===== config.mk =====
export PLATFORM = sky130hd
export DESIGN_NAME = closed_contour_perimeter_bbox
export DESIGN_NICKNAME = d
export VERILOG_FILES = /design/src/hw/rtl/ccpb_pkg.sv /design/src/hw/rtl/ccpb_ctrl.sv /design/src/hw/rtl/ccpb_datapath.sv /design/src/hw/rtl/closed_contour_perimeter_bbox.sv
export SDC_FILE = /design/constraint.sdc
export NUM_CORES = 1
export LEC_CHECK = 0
export BUFFER_PORTS_ARGS = -buffer_cell sky130_fd_sc_hd__buf_4
export CORE_MARGIN = 2
export CORE_UTILIZATION = 42
export DETAILED_ROUTE_END_ITERATION = 12
export PLACE_DENSITY_LB_ADDON = 0.15
export REMOVE_ABC_BUFFERS = 1
export SYNTH_ARGS = -nofsm -noshare
export SYNTH_HDL_FRONTEND = slang
export SYNTH_HIERARCHICAL = 1
export SYNTH_SLANG_ARGS = --single-unit

===== constraint.sdc =====
create_clock -name clock -period 17.3 [get_ports clock]
set_clock_uncertainty 0.05 [all_clocks]
set_input_delay 3.46 -clock clock [delete_from_list [all_inputs] [get_ports clock]]
set_output_delay 3.46 -clock clock [all_outputs]
set_load 0.05 [all_outputs]

===== src/hw/rtl/ccpb_pkg.sv =====
// shared types for the closed contour perimeter and bounding box block
// controller states, command and status groups; no dependencies
package ccpb_pkg;

   typedef enum logic [2:0] {
      ST_IDLE,
      ST_DIFF,
      ST_SQ_X,
      ST_SQ_Y,
      ST_ROOT,
      ST_ACCUM,
      ST_WAIT_OUT
   } state_type;

   typedef struct packed {
      logic load;
      logic diff;
      logic closing;
      logic sq_x;
      logic sq_y;
      logic root_step;
      logic accum;
      logic emit;
   } cmd_type;

   typedef struct packed {
      logic started;
      logic last;
      logic root_done;
      logic out_free;
   } status_type;

endpackage


===== src/hw/rtl/ccpb_ctrl.sv =====
// sequencer for the perimeter and bounding box block
// steps each segment through difference, squares, root and accumulate; uses ccpb_pkg
module ccpb_ctrl (
   input  logic                 clock,
   input  logic                 reset,
   input  logic                 req_valid,
   input  logic                 req_last_point,
   output logic                 req_stall,
   input  ccpb_pkg::status_type status,
   output ccpb_pkg::cmd_type    cmd
);
   import ccpb_pkg::*;

   state_type state_ff, state_in;
   logic      closing_ff, closing_in;
   logic      accept;

   assign req_stall = (state_ff != ST_IDLE);
   assign accept    = req_valid && (state_ff == ST_IDLE);

   always_ff @(posedge clock) begin
      if (reset) begin
         state_ff   <= ST_IDLE;
         closing_ff <= 1'b0;
      end else begin
         state_ff   <= state_in;
         closing_ff <= closing_in;
      end
   end

   always_comb begin
      state_in   = state_ff;
      closing_in = closing_ff;
      case (state_ff)
         ST_IDLE: begin
            if (accept) begin
               if (status.started) begin
                  state_in   = ST_DIFF;
                  closing_in = 1'b0;
               end else if (req_last_point) begin
                  state_in   = ST_DIFF;
                  closing_in = 1'b1;
               end
            end
         end
         ST_DIFF:  state_in = ST_SQ_X;
         ST_SQ_X:  state_in = ST_SQ_Y;
         ST_SQ_Y:  state_in = ST_ROOT;
         ST_ROOT: begin
            if (status.root_done) begin
               state_in = ST_ACCUM;
            end
         end
         ST_ACCUM: begin
            if (closing_ff) begin
               state_in = ST_WAIT_OUT;
            end else if (status.last) begin
               state_in   = ST_DIFF;
               closing_in = 1'b1;
            end else begin
               state_in = ST_IDLE;
            end
         end
         ST_WAIT_OUT: begin
            if (status.out_free) begin
               state_in   = ST_IDLE;
               closing_in = 1'b0;
            end
         end
         default: begin
            state_in   = ST_IDLE;
            closing_in = 1'b0;
         end
      endcase
   end

   always_comb begin
      cmd           = '0;
      cmd.closing   = closing_ff;
      case (state_ff)
         ST_IDLE:     cmd.load      = accept;
         ST_DIFF:     cmd.diff      = 1'b1;
         ST_SQ_X:     cmd.sq_x      = 1'b1;
         ST_SQ_Y:     cmd.sq_y      = 1'b1;
         ST_ROOT:     cmd.root_step = 1'b1;
         ST_ACCUM:    cmd.accum     = 1'b1;
         ST_WAIT_OUT: cmd.emit      = status.out_free;
         default:     cmd           = '0;
      endcase
   end

endmodule


===== src/hw/rtl/ccpb_datapath.sv =====
// point registers, box, shared squarer, bit-serial square root, saturating
// length accumulator and result register; uses ccpb_pkg
module ccpb_datapath #(
   parameter int COORD_WIDTH  = 16,
   parameter int LENGTH_WIDTH = 32
) (
   input  logic                           clock,
   input  logic                           reset,
   input  logic signed [COORD_WIDTH-1:0]  req_point_x,
   input  logic signed [COORD_WIDTH-1:0]  req_point_y,
   input  logic                           req_last_point,
   input  ccpb_pkg::cmd_type              cmd,
   output ccpb_pkg::status_type           status,
   output logic                           rsp_valid,
   input  logic                           rsp_stall,
   output logic        [LENGTH_WIDTH-1:0] rsp_perimeter,
   output logic signed [COORD_WIDTH-1:0]  rsp_box_min_x,
   output logic signed [COORD_WIDTH-1:0]  rsp_box_max_x,
   output logic signed [COORD_WIDTH-1:0]  rsp_box_min_y,
   output logic signed [COORD_WIDTH-1:0]  rsp_box_max_y,
   output logic                           rsp_length_saturated
);
   import ccpb_pkg::*;

   localparam int W    = COORD_WIDTH;
   localparam int N    = COORD_WIDTH + 1;
   localparam int CW   = $clog2(N);
   localparam int LW   = LENGTH_WIDTH;
   localparam int SUMW = ((LW > N) ? LW : N) + 1;
   localparam logic [CW-1:0]   LAST_STEP = CW'(N - 1);
   localparam logic [SUMW-1:0] LEN_MAX   = {{(SUMW - LW){1'b0}}, {LW{1'b1}}};

   logic signed [W-1:0] cur_x_ff, cur_y_ff, first_x_ff, first_y_ff, prev_x_ff, prev_y_ff;
   logic signed [W-1:0] min_x_ff, max_x_ff, min_y_ff, max_y_ff;
   logic                last_ff, started_ff, ovf_ff;
   logic [LW-1:0]       len_ff;
   logic [W-1:0]        dx_ff, dy_ff, dx_in, dy_in;
   logic [2*N-1:0]      sum_ff;
   logic [N+1:0]        rem_ff, rem_in, rem_shift, trial;
   logic [N-1:0]        root_ff, root_in;
   logic [CW-1:0]       cnt_ff;
   logic [2*W-1:0]      product;
   logic [W-1:0]        mul_op;
   logic [SUMW-1:0]     len_sum;
   logic                rsp_valid_ff;

   logic signed [W:0]   diff_x, diff_y;
   logic        [W:0]   neg_x, neg_y;
   logic signed [W-1:0] ref_x, ref_y;

   // absolute differences against the previous or the first point
   always_comb begin
      ref_x  = cmd.closing ? first_x_ff : prev_x_ff;
      ref_y  = cmd.closing ? first_y_ff : prev_y_ff;
      diff_x = $signed({cur_x_ff[W-1], cur_x_ff}) - $signed({ref_x[W-1], ref_x});
      diff_y = $signed({cur_y_ff[W-1], cur_y_ff}) - $signed({ref_y[W-1], ref_y});
      neg_x  = -diff_x;
      neg_y  = -diff_y;
      dx_in  = diff_x[W] ? neg_x[W-1:0] : diff_x[W-1:0];
      dy_in  = diff_y[W] ? neg_y[W-1:0] : diff_y[W-1:0];
   end

   assign mul_op  = cmd.sq_x ? dx_ff : dy_ff;
   assign product = mul_op * mul_op;

   // one result bit per step, radicand consumed two bits at a time
   always_comb begin
      rem_shift = {rem_ff[N-1:0], sum_ff[2*N-1 -: 2]};
      trial     = {root_ff, 2'b01};
      if (rem_shift >= trial) begin
         rem_in  = rem_shift - trial;
         root_in = {root_ff[N-2:0], 1'b1};
      end else begin
         rem_in  = rem_shift;
         root_in = {root_ff[N-2:0], 1'b0};
      end
   end

   assign len_sum = SUMW'(len_ff) + SUMW'(root_ff);

   always_ff @(posedge clock) begin
      if (reset) begin
         started_ff <= 1'b0;
         ovf_ff     <= 1'b0;
         len_ff     <= '0;
         first_x_ff <= '0;
         first_y_ff <= '0;
         prev_x_ff  <= '0;
         prev_y_ff  <= '0;
         min_x_ff   <= '0;
         max_x_ff   <= '0;
         min_y_ff   <= '0;
         max_y_ff   <= '0;
      end else begin
         if (cmd.load) begin
            if (!started_ff) begin
               first_x_ff <= req_point_x;
               first_y_ff <= req_point_y;
               prev_x_ff  <= req_point_x;
               prev_y_ff  <= req_point_y;
               min_x_ff   <= req_point_x;
               max_x_ff   <= req_point_x;
               min_y_ff   <= req_point_y;
               max_y_ff   <= req_point_y;
               len_ff     <= '0;
               ovf_ff     <= 1'b0;
               started_ff <= 1'b1;
            end else begin
               if (req_point_x < min_x_ff) min_x_ff <= req_point_x;
               if (req_point_x > max_x_ff) max_x_ff <= req_point_x;
               if (req_point_y < min_y_ff) min_y_ff <= req_point_y;
               if (req_point_y > max_y_ff) max_y_ff <= req_point_y;
            end
         end
         if (cmd.accum) begin
            prev_x_ff <= cur_x_ff;
            prev_y_ff <= cur_y_ff;
            if (len_sum > LEN_MAX) begin
               len_ff <= {LW{1'b1}};
               ovf_ff <= 1'b1;
            end else begin
               len_ff <= len_sum[LW-1:0];
            end
         end
         if (cmd.emit) begin
            started_ff <= 1'b0;
         end
      end
   end

   always_ff @(posedge clock) begin
      if (cmd.load) begin
         cur_x_ff <= req_point_x;
         cur_y_ff <= req_point_y;
         last_ff  <= req_last_point;
      end
      if (cmd.diff) begin
         dx_ff   <= dx_in;
         dy_ff   <= dy_in;
         rem_ff  <= '0;
         root_ff <= '0;
         cnt_ff  <= '0;
      end
      if (cmd.sq_x) begin
         sum_ff <= (2*N)'(product);
      end
      if (cmd.sq_y) begin
         sum_ff <= sum_ff + (2*N)'(product);
      end
      if (cmd.root_step) begin
         rem_ff  <= rem_in;
         root_ff <= root_in;
         cnt_ff  <= cnt_ff + 1'b1;
         sum_ff  <= {sum_ff[2*N-3:0], 2'b00};
      end
   end

   // result register
   always_ff @(posedge clock) begin
      if (reset) begin
         rsp_valid_ff <= 1'b0;
      end else if (cmd.emit) begin
         rsp_valid_ff <= 1'b1;
      end else if (!rsp_stall) begin
         rsp_valid_ff <= 1'b0;
      end
   end

   always_ff @(posedge clock) begin
      if (cmd.emit) begin
         rsp_perimeter        <= len_ff;
         rsp_box_min_x        <= min_x_ff;
         rsp_box_max_x        <= max_x_ff;
         rsp_box_min_y        <= min_y_ff;
         rsp_box_max_y        <= max_y_ff;
         rsp_length_saturated <= ovf_ff;
      end
   end

   assign rsp_valid        = rsp_valid_ff;
   assign status.started   = started_ff;
   assign status.last      = last_ff;
   assign status.root_done = (cnt_ff == LAST_STEP);
   assign status.out_free  = !rsp_valid_ff || !rsp_stall;

   a_emit_needs_room: assert property (@(posedge clock) disable iff (reset)
      cmd.emit |-> (!rsp_valid_ff || !rsp_stall))
      else $error("result written over a pending transfer");

   a_emit_in_chain: assert property (@(posedge clock) disable iff (reset)
      cmd.emit |-> started_ff)
      else $error("result emitted outside a chain");

   a_segment_in_chain: assert property (@(posedge clock) disable iff (reset)
      (cmd.sq_x || cmd.sq_y || cmd.root_step || cmd.accum) |-> started_ff)
      else $error("segment work outside a chain");

   a_emit_clears_chain: assert property (@(posedge clock) disable iff (reset)
      cmd.emit |=> (!started_ff && rsp_valid_ff))
      else $error("chain not closed after result");

endmodule


===== src/hw/rtl/closed_contour_perimeter_bbox.sv =====
// top level of the closed contour perimeter and bounding box block
// joins ccpb_ctrl and ccpb_datapath; uses ccpb_pkg
//
//   channel  direction  handshake            payload
//   req_     in         req_valid/req_stall  point_x, point_y, last_point
//   rsp_     out        rsp_valid/rsp_stall  perimeter, box min/max x/y, length_saturated
//
// the first point of a chain only opens it; every other point runs one segment through
// difference, squares, the one-bit-per-cycle square root of COORD_WIDTH+1 steps and accumulate
// a last point adds the closing segment and the result write; a one-point chain has only
// the closing segment, and the result write waits for any result stall to end
// synchronous reset clears the chain and the result valid flag
// a new point is taken while a result waits; only writing the next result waits for rsp_stall
module closed_contour_perimeter_bbox #(
   parameter int COORD_WIDTH  = 16,
   parameter int LENGTH_WIDTH = 32
) (
   input  logic                           clock,
   input  logic                           reset,
   input  logic                           req_valid,
   output logic                           req_stall,
   input  logic signed [COORD_WIDTH-1:0]  req_point_x,
   input  logic signed [COORD_WIDTH-1:0]  req_point_y,
   input  logic                           req_last_point,
   output logic                           rsp_valid,
   input  logic                           rsp_stall,
   output logic        [LENGTH_WIDTH-1:0] rsp_perimeter,
   output logic signed [COORD_WIDTH-1:0]  rsp_box_min_x,
   output logic signed [COORD_WIDTH-1:0]  rsp_box_max_x,
   output logic signed [COORD_WIDTH-1:0]  rsp_box_min_y,
   output logic signed [COORD_WIDTH-1:0]  rsp_box_max_y,
   output logic                           rsp_length_saturated
);
   import ccpb_pkg::*;

   cmd_type    cmd;
   status_type status;

   ccpb_ctrl u_ctrl (
      .clock          (clock),
      .reset          (reset),
      .req_valid      (req_valid),
      .req_last_point (req_last_point),
      .req_stall      (req_stall),
      .status         (status),
      .cmd            (cmd)
   );

   ccpb_datapath #(
      .COORD_WIDTH  (COORD_WIDTH),
      .LENGTH_WIDTH (LENGTH_WIDTH)
   ) u_datapath (
      .clock                (clock),
      .reset                (reset),
      .req_point_x          (req_point_x),
      .req_point_y          (req_point_y),
      .req_last_point       (req_last_point),
      .cmd                  (cmd),
      .status               (status),
      .rsp_valid            (rsp_valid),
      .rsp_stall            (rsp_stall),
      .rsp_perimeter        (rsp_perimeter),
      .rsp_box_min_x        (rsp_box_min_x),
      .rsp_box_max_x        (rsp_box_max_x),
      .rsp_box_min_y        (rsp_box_min_y),
      .rsp_box_max_y        (rsp_box_max_y),
      .rsp_length_saturated (rsp_length_saturated)
   );

endmodule


# Word level (Yosys, flattened, before mapping)
# Index checks and enable logic that the tools add are counted.
[classes]
n_mux = 63
n_addsub = 8
n_reduce_logical = 21
div_mod_pow = 0
order_cmp = 6
n_bitwise = 2
eq_ne = 17
n_shift = 0
multipliers = 1
[op_table]
columns = ["operator", "count"]
rows = [
  ["two-way mux 16 bit", 19],
  ["two-way mux 32 bit", 4],
  ["two-way mux 34 bit", 3],
  ["two-way mux 17 bit", 5],
  ["adder 34 x 32 -> 34 bit", 1],
  ["subtractor 16 x 16 -> 17 bit", 2],
  ["adder 32 x 17 -> 33 bit", 1],
  ["greater-than comparator 33 x 32 -> 1 bit, second input constant", 1],
  ["greater-than comparator 16 bit", 2],
  ["< comparator 16 bit", 2],
  ["multiplier 16 x 16 -> 32 bit", 1],
  ["negator 16 bit", 2],
  ["two-way mux 1 bit", 22],
  ["case mux 3 bit (7 select lines)", 1],
  ["greater-or-equal comparator 19 bit", 1],
  ["two-way mux 3 bit", 6],
  ["subtractor 17 bit", 1],
  ["!= test 2 bit, second input constant", 6],
  ["AND reduction 2 bit", 6],
  ["two-way mux 5 bit", 2],
  ["equality test 3 bit, second input constant", 3],
  ["AND reduction 4 bit", 2],
  ["OR reduction 7 bit", 1],
  ["equality test 3 x 2 -> 1 bit, second input constant", 2],
  ["15 further kinds", 22],
]
[totals]
elab_cells = 148
latchBits = 0
rom_bits = 0
input_bits = 37
mem_count = 0
reg_bits = 402
out_inout_bits = 99
ram_bits = 0

# Logic depth before layout (Yosys ltp)
[logic_depth]
word_depth = 7
ltp_mapped = 43
mapped_depth_nobuf = 38

# Modules after synthesis
# The synthesis kept the hierarchy.
[modules_own_cells]
columns = ["module", "n_inst", "area_each_um2", "cells_each", "seq_area_each_um2"]
rows = [
  ["ccpb_datapath", 1, 28916.5, 2955, 10299.9],
  ["ccpb_ctrl", 1, 354.1, 48, 80.1],
]

# Worst setup path after synthesis
# No wires, ideal clock.
[synth_path]
path_type = "register to register"
start = "register u_ctrl.state_ff[1]"
end = "register u_datapath.sum_ff[32], data pin"
path_buffers = 6
t_arrival_ps = 9687
slack_ps = 7302
stages_incl_launch_ff = 40
synth_period_minus_slack_ps = 9998
setup_time_ps = 261
t_required_ps = 16989
path_cell_list = "dfxtp_1 buf_2 buf_2 nor3b_1 clkbuf_1 buf_1 buf_1 mux2i_1 inv_1 clkbuf_1 fa_1 inv_1 fa_1 inv_1 fa_1 fa_1 fa_1 inv_1 [... 4 more ...] o211ai_1 o21ai_0 a21bo_2 a211oi_1 nor2_1 mux2i_1 nand2_1 ha_1 a21o_1 a21oi_1 nor2b_1 or4_1 and3_1 o32ai_2 o21ai_2 a311oi_2 xnor2_1 o21ai_1"
[synth_rtl]
columns = ["item", "line_no", "text"]
rows = [
  ["from (decl)", "ccpb_ctrl.sv:14", "state_type state_ff, state_in;"],
  ["from (signal assigned)", "ccpb_ctrl.sv:26", "state_ff <= state_in;"],
  ["to (signal assigned)", "ccpb_datapath.sv:145", "sum_ff <= (2*N)'(product);"],
  ["to (signal assigned)", "ccpb_datapath.sv:148", "sum_ff <= sum_ff + (2*N)'(product);"],
  ["to (signal assigned)", "ccpb_datapath.sv:154", "sum_ff <= {sum_ff[2*N-3:0], 2'b00};"],
  ["to (decl)", "ccpb_datapath.sv:38", "logic [2*N-1:0] sum_ff;"],
]

==> impl_metrics.ini <==
[outcome]
outcome = complete, no violations

[logic_synthesis]
ys_async_sr_fraction_pct = 0
synth_top_area_share_pct = 23.9
yosysSeqAreaShare_pct = 35.5
ys_warn_count = 6
synth_cells = 3003
synth_ff_type = edfxtp_1
synth_area_leaders = edfxtp_1 (24%), dfxtp_1 (12%), ha_1 (11%)
yosys.area.top_type = edfxtp_1
post-synth-top-count-cell = inv_1
yosys-top-cells-count = inv_1 (358), nor2_1 (274), ha_1 (266)
ys_seq_elements = 402
synth_edf_count = 233
synthesis.area_mm2 = 0.0293
avgSynthCellArea_um2 = 9.75
synth_cell_types = 95

[route]
post_drt_wl_per_cell_um = 17.0
drtPass1Iterations = 5
dr_wl_met2_um = 32000
met3WireLength_um = 3110
first_iter_violations = 1317
routed_wl_um = 69400
ant_nets = 0
top_layer = met4
num_vias = 21600
vias_per_cell = 5.28
met1Wirelength_um = 32600
drc = 0

[setup_path]
r2r_start = u_ctrl/state_ff[1]$_SDFFE_PP0P_
cp_max_fo = 23
r2r_slack_ns = 6.43
crit_top_cell = fa_1
cp.required_ns = 17.60
worst_path_max_delay_cell = mux2i_1
path_buf_inv = 7
worstSetupEndpointType = flip-flop
critical_path_class = flip-flop to flip-flop
crit_path_start_kind = flip-flop
path_delay_family = adder cells
startpoint = u_ctrl/state_ff[1]$_SDFFE_PP0P_
slowest_delay_ns = 0.81
worstPathArrival_ns = 11.17

[die]
die_w_um = 268
rows = 96
die_h_um = 268
start_util_pct = 42.5
io_pins = 136
fp.dieArea_mm2 = 0.0718
core_mm2 = 0.0688

[timing]
slew_headroom_pct = 23.9
timing.final.crit_period_ns = 10.87
worst_pin_slew_ns = 1.14
fin_tns_setup_ns = 0
finalSetupViolCount = 0
slew_viol_final = 0
hold_ws_ns = 0.380
hold_violations = 0
fin_crit_sh_pct = 62.8
rsz0062_at_grt = no
max_freq_mhz = 92.0

[final_layout]
final_nets = 3574
layout-drive-gt1-share_pct = 10.7
num_antenna_cells = 0
area_growth_pct = 12.8

[hold_path]
hold_class = flip-flop to flip-flop
hold_start = u_datapath/max_y_ff[5]$_SDFFE_PP0P_

[placed_design]
hpwl_um = 51000
gp_congestion = 0.866
port_buffers = 135

[clock_tree]
cts_sinks = 402
cts_tree = yes
clk_latency_ns = 0.63
postCtsResizedCells = 0
cts_made_buffers = 48
cts_setup_buffers = 0
h-tree-depth = 2
clk_pin_slew_ns = 0.06
postCtsHoldBufs = 0
cts_buffer_depth = 3
cts-root-buf = clkbuf_16

[flow_run]
cap_violations = 0

[global_route]
overflow = 0
grt_pass1_vias = 21900
grt.total_usage_pct = 19.5
grt_pass1_wl_um = 114000
grt_max_degree = 117
antenna_found_initial = 0
## cell type report
class	instances	area [µm²]
flip-flops and latches	402	10400
clock buffers	67	1520
well taps	931	1160
repair buffers	159	1200
multi-input cells	2134	17100
inverters	363	1360
fillers	6415	35800
clock inverters	23	245
## flip-flops by register name, summed over array words and instances (netlist names), 17 cells and up
register,count
u_datapath/len_ff,32
u_datapath/rem_ff,17
u_datapath/root_ff,17
u_datapath/rsp_perimeter,32
u_datapath/sum_ff,34
## routing by layer
layer,track usage [%],up-vias
li1,-,10500
met3,2.58,114
met2,32.1,458
met1,26.8,10500
met5,0,-
met4,5.93,0
## per-stage QoR
stage	instances	utilization [%]	worst slack (ns)	cell area (µm²)
floorplan	2899	-	6.07	28800
detailed placement	3989	45.4	6.52	31300
global placement	3989	45.4	6.82	31300
CTS	4079	48.0	6.49	33000
finish	4079	48.0	6.43	33000
global route	4079	48.0	5.78	33000
## cells by family (layout without fill, tap and decap cells)
| kind of cell | count (synthesis) | after routing | synth area share (%) |
|---|---|---|---|
| flip-flops | 402 | 402 | 35.5 |
| AND/OR/NAND/NOR | 839 | 839 | 13.5 |
| buffers and inverters | 467 | 612 | 6.20 |
| XOR/XNOR | 145 | 145 | 4.34 |
| adder cells (fa/ha/maj) | 430 | 430 | 22.6 |
| AO/OA/AOI/OAI | 580 | 580 | 13.1 |
| multiplexers | 140 | 140 | 4.86 |
## path summary, 6_finish.rpt
| path | end | cells after the start |
|---|---|---|
| max | u_datapath/sum_ff[32]$_DFFE_PP_ | 36 |
| min | u_datapath/rsp_box_max_y[5]$_DFFE_PP_ | 0 |
| max reg2reg | u_datapath/sum_ff[32]$_DFFE_PP_ | 36 |
| min reg2reg | u_datapath/rsp_box_max_y[5]$_DFFE_PP_ | 0 |
## layout by cell type (no fill, tap or decap), types with 73 or more instances in the layout
cell / instances
nor2_1: 270
mux2i_1: 123
xnor2_1: 111
inv_1: 357
a21o_1: 73
edfxtp_1: 233
dfxtp_1: 169
fa_1: 163
o21ai_0: 113
nand2_1: 249
a21oi_1: 166
ha_1: 266
buf_4: 158
## worst register-to-register path: cells and delay by family (launching register included)
kind | cells | cell delay (ns)
AO/OA/AOI/OAI | 10 | 2.01
XOR/XNOR | 1 | 0.15
adder cells (fa/ha/maj) | 8 | 3.64
buffers and inverters | 7 | 1.19
flip-flops | 1 | 0.76
multiplexers | 2 | 1.02
AND/OR/NAND/NOR | 8 | 1.80
Power is left out: the tool's default activity adds up to more than one toggle a clock period on the data nets, which glitch-free logic cannot reach.
